[src/sv/sorted_insert_priority_queue_macros.svh]
// assertion macros for the sorted insert priority queue
`ifndef SORTED_INSERT_PRIORITY_QUEUE_MACROS_SVH
`define SORTED_INSERT_PRIORITY_QUEUE_MACROS_SVH

// same-cycle implication, checked outside reset
`define SIQ_ASSERT_NOW(label, ante, cons, msg) \
    label: assert property (@(posedge clk) disable iff (!rst_n) (ante) |-> (cons)) \
        else $error(msg);

// next-cycle implication, checked outside reset
`define SIQ_ASSERT_NEXT(label, ante, cons, msg) \
    label: assert property (@(posedge clk) disable iff (!rst_n) (ante) |=> (cons)) \
        else $error(msg);

`endif

[src/sv/siq_pkg.sv]
`default_nettype none
package siq_pkg;

    localparam int TAG_W  = 16;
    localparam int PRIO_W = 16;
    localparam int STAT_W = 2;

    localparam logic MODE_INSERT   = 1'b0;
    localparam logic MODE_TRAVERSE = 1'b1;

    localparam logic [STAT_W-1:0] ST_INSERTED = 2'd0;
    localparam logic [STAT_W-1:0] ST_DROPPED  = 2'd1;
    localparam logic [STAT_W-1:0] ST_ENTRY    = 2'd2;
    localparam logic [STAT_W-1:0] ST_EMPTY    = 2'd3;

    typedef struct packed {
        logic [TAG_W-1:0]         tag;
        logic signed [PRIO_W-1:0] prio;
    } entry_t;

    // broadcast to every cell of the chain
    typedef struct packed {
        logic   ins;
        logic   rot;
        entry_t new_entry;
    } cell_ctrl_t;

endpackage
`default_nettype wire

[src/sv/siq_cell.sv]
`default_nettype none
module siq_cell (
    input  wire logic               clk,
    input  wire logic               rst_n,
    input  wire siq_pkg::cell_ctrl_t ctrl,
    input  wire logic               left_keep,
    input  wire logic               left_valid,
    input  wire siq_pkg::entry_t    left_entry,
    input  wire logic               right_valid,
    input  wire siq_pkg::entry_t    right_entry,
    input  wire siq_pkg::entry_t    head_entry,
    output logic                    keep,
    output logic                    valid,
    output siq_pkg::entry_t         entry
);

    logic            valid_reg;
    logic            valid_next;
    siq_pkg::entry_t entry_reg;
    siq_pkg::entry_t entry_next;

    // entry stays put when its priority is not below the newcomer
    assign keep  = valid_reg && (entry_reg.prio >= ctrl.new_entry.prio);
    assign valid = valid_reg;
    assign entry = entry_reg;

    always_comb
    begin
        valid_next = valid_reg;
        entry_next = entry_reg;
        if (ctrl.ins)
        begin
            valid_next = valid_reg | left_valid;
            if (!keep)
            begin
                // first cell past the kept ones takes the newcomer, the rest shift along
                entry_next = left_keep ? ctrl.new_entry : left_entry;
            end
        end
        else if (ctrl.rot && valid_reg)
        begin
            // rotate towards the head, last valid cell wraps round to the head
            entry_next = right_valid ? right_entry : head_entry;
        end
    end

    always_ff @(posedge clk or negedge rst_n)
    begin
        if (!rst_n)
        begin
            valid_reg <= 1'b0;
        end
        else
        begin
            valid_reg <= valid_next;
        end
    end

    always_ff @(posedge clk)
    begin
        entry_reg <= entry_next;
    end

endmodule
`default_nettype wire

[src/sv/sorted_insert_priority_queue.sv]
// result: an insert or an empty readout gives its single registered result in the cycle after its transfer
// readout: n stored entries leave one per cycle while the output is free, the chain rotating once per entry
// throughput: one insert per cycle unless the output stalls; a readout holds off new input
// reset: entry count, cell valid bits, state and output valid clear; stored data is not reset
`default_nettype none
`include "sorted_insert_priority_queue_macros.svh"
module sorted_insert_priority_queue #(
    parameter int DEPTH = 16
) (
    input  wire logic        clk,
    input  wire logic        rst_n,
    input  wire logic        s_axis_tvalid,
    output logic             s_axis_tready,
    input  wire logic [31:0] s_axis_tdata,  // tag [15:0], priority_req [31:16]
    input  wire logic [0:0]  s_axis_tuser,  // mode [0]
    output logic             m_axis_tvalid,
    input  wire logic        m_axis_tready,
    output logic [31:0]      m_axis_tdata,  // entry_tag [15:0], entry_priority [31:16]
    output logic [1:0]       m_axis_tuser,  // status [1:0]
    output logic             m_axis_tlast
);

    localparam int CW = $clog2(DEPTH + 1);

    localparam logic S_IDLE = 1'b0;
    localparam logic S_READ = 1'b1;

    logic                 state_reg, state_next;
    logic [CW-1:0]        count_reg, count_next;
    logic [CW-1:0]        idx_reg, idx_next;
    logic                 out_valid_reg, out_valid_next;
    siq_pkg::entry_t      out_entry_reg, out_entry_next;
    logic [1:0]           out_stat_reg, out_stat_next;
    logic                 out_last_reg, out_last_next;

    siq_pkg::cell_ctrl_t  ctrl;
    siq_pkg::entry_t      ent [DEPTH];
    logic [DEPTH-1:0]     valid_vec;
    logic [DEPTH-1:0]     keep_vec;

    logic                 in_acc;
    logic                 out_free;
    logic                 full;
    logic                 read_last;

    assign out_free      = !out_valid_reg || m_axis_tready;
    assign s_axis_tready = (state_reg == S_IDLE) && out_free;
    assign in_acc        = s_axis_tvalid && s_axis_tready;
    assign full          = (count_reg == CW'(DEPTH));
    assign read_last     = (idx_reg == (count_reg - CW'(1)));

    assign ctrl.new_entry.tag  = s_axis_tdata[15:0];
    assign ctrl.new_entry.prio = s_axis_tdata[31:16];
    assign ctrl.ins = in_acc && (s_axis_tuser[0] == siq_pkg::MODE_INSERT) && !full;
    assign ctrl.rot = (state_reg == S_READ) && out_free;

    genvar gi;
    generate
        for (gi = 0; gi < DEPTH; gi++)
        begin : g_cell
            logic            lk, lv, rv;
            siq_pkg::entry_t le, re;
            if (gi == 0)
            begin : g_first
                assign lk = 1'b0;
                assign lv = 1'b1;
                assign le = ctrl.new_entry;
            end
            else
            begin : g_mid
                assign lk = keep_vec[gi-1];
                assign lv = valid_vec[gi-1];
                assign le = ent[gi-1];
            end
            if (gi == DEPTH - 1)
            begin : g_last
                assign rv = 1'b0;
                assign re = ent[gi];
            end
            else
            begin : g_inner
                assign rv = valid_vec[gi+1];
                assign re = ent[gi+1];
            end
            siq_cell u_cell (
                .clk         (clk),
                .rst_n       (rst_n),
                .ctrl        (ctrl),
                .left_keep   (lk),
                .left_valid  (lv),
                .left_entry  (le),
                .right_valid (rv),
                .right_entry (re),
                .head_entry  (ent[0]),
                .keep        (keep_vec[gi]),
                .valid       (valid_vec[gi]),
                .entry       (ent[gi])
            );
        end
    endgenerate

    always_comb
    begin
        state_next     = state_reg;
        count_next     = count_reg;
        idx_next       = idx_reg;
        out_valid_next = out_valid_reg && !m_axis_tready;
        out_entry_next = out_entry_reg;
        out_stat_next  = out_stat_reg;
        out_last_next  = out_last_reg;
        case (state_reg)
            S_IDLE:
            begin
                if (in_acc)
                begin
                    out_entry_next = '0;
                    out_last_next  = 1'b1;
                    if (s_axis_tuser[0] == siq_pkg::MODE_INSERT)
                    begin
                        out_valid_next = 1'b1;
                        if (full)
                        begin
                            out_stat_next = siq_pkg::ST_DROPPED;
                        end
                        else
                        begin
                            out_stat_next = siq_pkg::ST_INSERTED;
                            count_next    = count_reg + CW'(1);
                        end
                    end
                    else if (count_reg == '0)
                    begin
                        out_valid_next = 1'b1;
                        out_stat_next  = siq_pkg::ST_EMPTY;
                    end
                    else
                    begin
                        state_next = S_READ;
                        idx_next   = '0;
                    end
                end
            end
            S_READ:
            begin
                if (out_free)
                begin
                    out_valid_next = 1'b1;
                    out_entry_next = ent[0];
                    out_stat_next  = siq_pkg::ST_ENTRY;
                    out_last_next  = read_last;
                    idx_next       = idx_reg + CW'(1);
                    if (read_last)
                    begin
                        state_next = S_IDLE;
                    end
                end
            end
            default:
            begin
                state_next = S_IDLE;
            end
        endcase
    end

    always_ff @(posedge clk or negedge rst_n)
    begin
        if (!rst_n)
        begin
            state_reg     <= S_IDLE;
            count_reg     <= '0;
            idx_reg       <= '0;
            out_valid_reg <= 1'b0;
        end
        else
        begin
            state_reg     <= state_next;
            count_reg     <= count_next;
            idx_reg       <= idx_next;
            out_valid_reg <= out_valid_next;
        end
    end

    always_ff @(posedge clk)
    begin
        out_entry_reg <= out_entry_next;
        out_stat_reg  <= out_stat_next;
        out_last_reg  <= out_last_next;
    end

    assign m_axis_tvalid = out_valid_reg;
    assign m_axis_tdata  = {out_entry_reg.prio, out_entry_reg.tag};
    assign m_axis_tuser  = out_stat_reg;
    assign m_axis_tlast  = out_last_reg;

    `SIQ_ASSERT_NOW(a_count_range, 1'b1, count_reg <= CW'(DEPTH), "entry count above depth")
    `SIQ_ASSERT_NOW(a_valid_count, 1'b1, $countones(valid_vec) == 32'(count_reg),
        "cell valid bits disagree with entry count")
    `SIQ_ASSERT_NEXT(a_full_drop,
        in_acc && (s_axis_tuser[0] == siq_pkg::MODE_INSERT) && full,
        m_axis_tvalid && (m_axis_tuser == siq_pkg::ST_DROPPED) && $stable(count_reg),
        "insert into full queue not dropped")
    `SIQ_ASSERT_NOW(a_read_blocks, state_reg == S_READ, !s_axis_tready,
        "input taken during readout")

endmodule
`default_nettype wire

[config.mk]
export PLATFORM = sky130hd
export DESIGN_NAME = sorted_insert_priority_queue
export DESIGN_NICKNAME = d
export VERILOG_FILES = /design/src/sv/siq_pkg.sv /design/src/sv/siq_cell.sv /design/src/sv/sorted_insert_priority_queue.sv
export VERILOG_INCLUDE_DIRS = /design/src /design/src/sv
export SDC_FILE = /design/constraint.sdc
export NUM_CORES = 1
export LEC_CHECK = 0
export ABC_AREA = 0
export CORE_ASPECT_RATIO = 1.75
export CORE_MARGIN = 2
export CORE_UTILIZATION = 40
export DETAILED_ROUTE_END_ITERATION = 12
export DONT_BUFFER_PORTS = 1
export GPL_TIMING_DRIVEN = 0
export HOLD_SLACK_MARGIN = 0.15
export SLEW_MARGIN = 20
export SYNTH_ARGS = -nofsm -noshare
export SYNTH_HDL_FRONTEND = slang
export SYNTH_HIERARCHICAL = 1
export SYNTH_SLANG_ARGS = --single-unit
[constraint.sdc]
create_clock -name clk -period 7.36 [get_ports clk]
set_input_delay 1.472 -clock clk [delete_from_list [all_inputs] [get_ports clk]]
set_output_delay 1.472 -clock clk [all_outputs]
set_load 0.005 [all_outputs]
==> impl_metrics.env <==
export IMPL_detail_route_wl_per_cell_um=22.8
export IMPL_period_minus_slack_ns=4.50
export IMPL_final_wtd_congestion=0.857
export IMPL_max_ffs_per_register=512
export IMPL_drt_vias_per_instance=5.68
export IMPL_number_of_instances_in_the_synthesized_netlist=4037
export IMPL_leakage_power_summed_over_all_cells_nw=15.7
export IMPL_most_used_layer_global_route="met2"
export IMPL_totalWireLength_um=126000
export IMPL_placement_setup_worst_slack_ns=2.30
export IMPL_antenna_cells_inserted=0
export IMPL_critPathTopFamily="buffers and inverters"
export IMPL_fmax_mhz=222
export IMPL_whs_ns=0.493
export IMPL_worst_path_max_delay_cell="a2111oi_1"
export IMPL_clock_tree_from_tritoncts="built"
export IMPL_syn_avg_cell_area_um2=10.2
export IMPL_outcome="completed"
export IMPL_drt_drc_violations_left=0
export IMPL_number_of_warnings_printed_during_yosys_synthesis=6
export IMPL_setup_repair_after_global_routing_missed_its_margin="false"
export IMPL_worstRegToRegCells=10
export IMPL_final_antenna_net_count=0
export IMPL_fin_nets=4422
export IMPL_cts_max_path_buffers=3
export IMPL_actual_transition_at_the_worst_max_transition_pin_ns=0.858
export IMPL_setup_slack_ns=2.86
export IMPL_crit_path_cell_trace="inv_1, ha_1, nand4_1, a2111oi_1, or4b_1, mux2_1, and2_1, clkbuf_1, buf_1, mux2i_1, a21oi_1"
export IMPL_use_met1_pct=20.8
export IMPL_cp_depth=11
export IMPL_cp_arrival_ns=4.88
export IMPL_mappedNetlistArea_um2=41200
export IMPL_report_final_hold_viol_count=0
export IMPL_grt_start_max_net_pins=62
export IMPL_clk_insertion_delay_late_ns=0.67
export IMPL_core_um2=102000
export IMPL_die_area_um2=106000
export IMPL_relSlewSlack_pct=42.8
export IMPL_floorplan_initialDensity_pct=40.4
export IMPL_antenna_found_initial=0
export IMPL_syn2layout_area_growth_pct=10.9
export IMPL_detailedRoute_firstPassIterationCount=7
export IMPL_most_common_layout_cells="a21oi_1, edfxtp_1, nor2b_1, a211oi_1, mux2i_1"
export IMPL_biggest_cell_delay_along_the_critical_path_ns=0.76
export IMPL_cts_setup_buffers=0
export IMPL_met3_track_demand_over_resource_in_global_routing_pct=2.16
export IMPL_cap_viol_max_count=0
export IMPL_worst_clock_skew_ns=0.0139
export IMPL_worst_setup_path_class="input port to register"
export IMPL_fin_crit_sh_pct=61.1
export IMPL_grt_pass1_wl_um=188000
export IMPL_gr_usage_all_layers_pct=23.3
export IMPL_drive_above_1_share_pct=5.65
export IMPL_min_delay_path_class="input port to asynchronous set/reset pin"
export IMPL_place_detailed_instances=5398
export IMPL_boundary_pins=74
export IMPL_overflow=0
export IMPL_cts_repair_resized=0
export IMPL_cts_made_buffers=60
export IMPL_drt_first_iter_violations=1341
export IMPL_worst_case_vdd_ir_drop_uv=232
export IMPL_cp_num_buf_inv=3
export IMPL_critPathMaxFanout=33
export IMPL_die_height_um=428
export IMPL_mostFrequentLayoutCell="a21oi_1"
export IMPL_grtUsageMet2_pct=46.4
export IMPL_depth_of_the_cts_h_tree=2
export IMPL_cts_hold_fix_buffers=0
export IMPL_setup_worst_path_start_class="input port"
export IMPL_critical_path_endpoint_type="register"
export IMPL_placement_io_buffers=0
export IMPL_total_number_of_vias=31300
export IMPL_num_fill_cells=9994
export IMPL_finalMaxSlewViolations=0
export IMPL_cts_sink_count=575
export IMPL_stdcell_count=5512
export IMPL_cp_data_required_time_ns=7.75
export IMPL_number_of_global_route_vias_before_repair=33200
export IMPL_rows=155
export IMPL_clk_root_buffer_cell="clkbuf_16"
export IMPL_post_dp_hpwl_um=103000
export IMPL_post_layout_total_power_mw=10.7
export IMPL_fp_dieW_um=247
export IMPL_clk_pin_slew_worst_paths_ns=0.07
export IMPL_finalSetupViolCount=0
export IMPL_powerDensity_nw_per_um2=234
==> worst reg2reg max path: stages (launching register included) <==
cell and delay (ns):
edfxtp_1 0.46, ha_1 0.38, nand4_1 0.26, a2111oi_1 0.76, or4b_1 0.23, mux2_1 0.19
and2_1 0.14, clkbuf_1 0.38, buf_1 0.69, mux2i_1 0.29, a21oi_1 0.09
==> power breakdown <==
| group | internal (mW) | total, mW | switching (mW) |
|---|---|---|---|
| combinational | 1.34 | 2.80 | 1.46 |
| clock | 1.92 | 3.33 | 1.41 |
| sequential | 4.15 | 4.54 | 0.387 |
==> through the flow <==
stage	utilization, %	setup TNS [ns]	cell area (µm²)
6_report	44.8	0	45700
5_1_grt	44.8	0	45700
4_1_cts	44.8	0	45700
3_5_place_dp	42.7	0	43600
3_3_place_gp	42.0	-182.47	42900
2_1_floorplan	-	0	41200
==> area by class of cell <==
cell class	count	area, µm²	area share [%]
buffer	295	1170	2.56
clock buffer	77	1640	3.58
clock inverter	37	460	1.01
inverter	274	1030	2.25
multi-input combinational	2894	22100	48.4
sequential	575	17100	37.5
tap	1334	1670	3.66
timing repair buffer	26	462	1.01
==> per-layer routing <==
metal | wire length, µm | vias to the layer above | share of wire, %
li1 | - | 15300 | -
met1 | 41300 | 14800 | 33
met2 | 70100 | 762 | 56
met3 | 3410 | 450 | 2.7
met4 | 11000 | 0 | 8.7
met5 | 0 | - | 0
==> worst paths after layout <==
check	end	slack [ns]	startpoint
setup / recovery	g_cell[6].u_cell/entry[6]	2.86	s_axis_tdata[31]
hold reg to reg	g_cell[15].u_cell/valid	0.52	g_cell[15].u_cell/valid
hold / removal	g_cell[12].u_cell/valid	0.49	rst_n
min in group clk	g_cell[15].u_cell/valid	0.52	g_cell[15].u_cell/valid
max in group asynchronous	g_cell[13].u_cell/valid	6.78	rst_n
setup reg to reg	g_cell[6].u_cell/entry[6]	3.23	g_cell[5].u_cell/entry[15]
(Power assumes the default switching activity.)
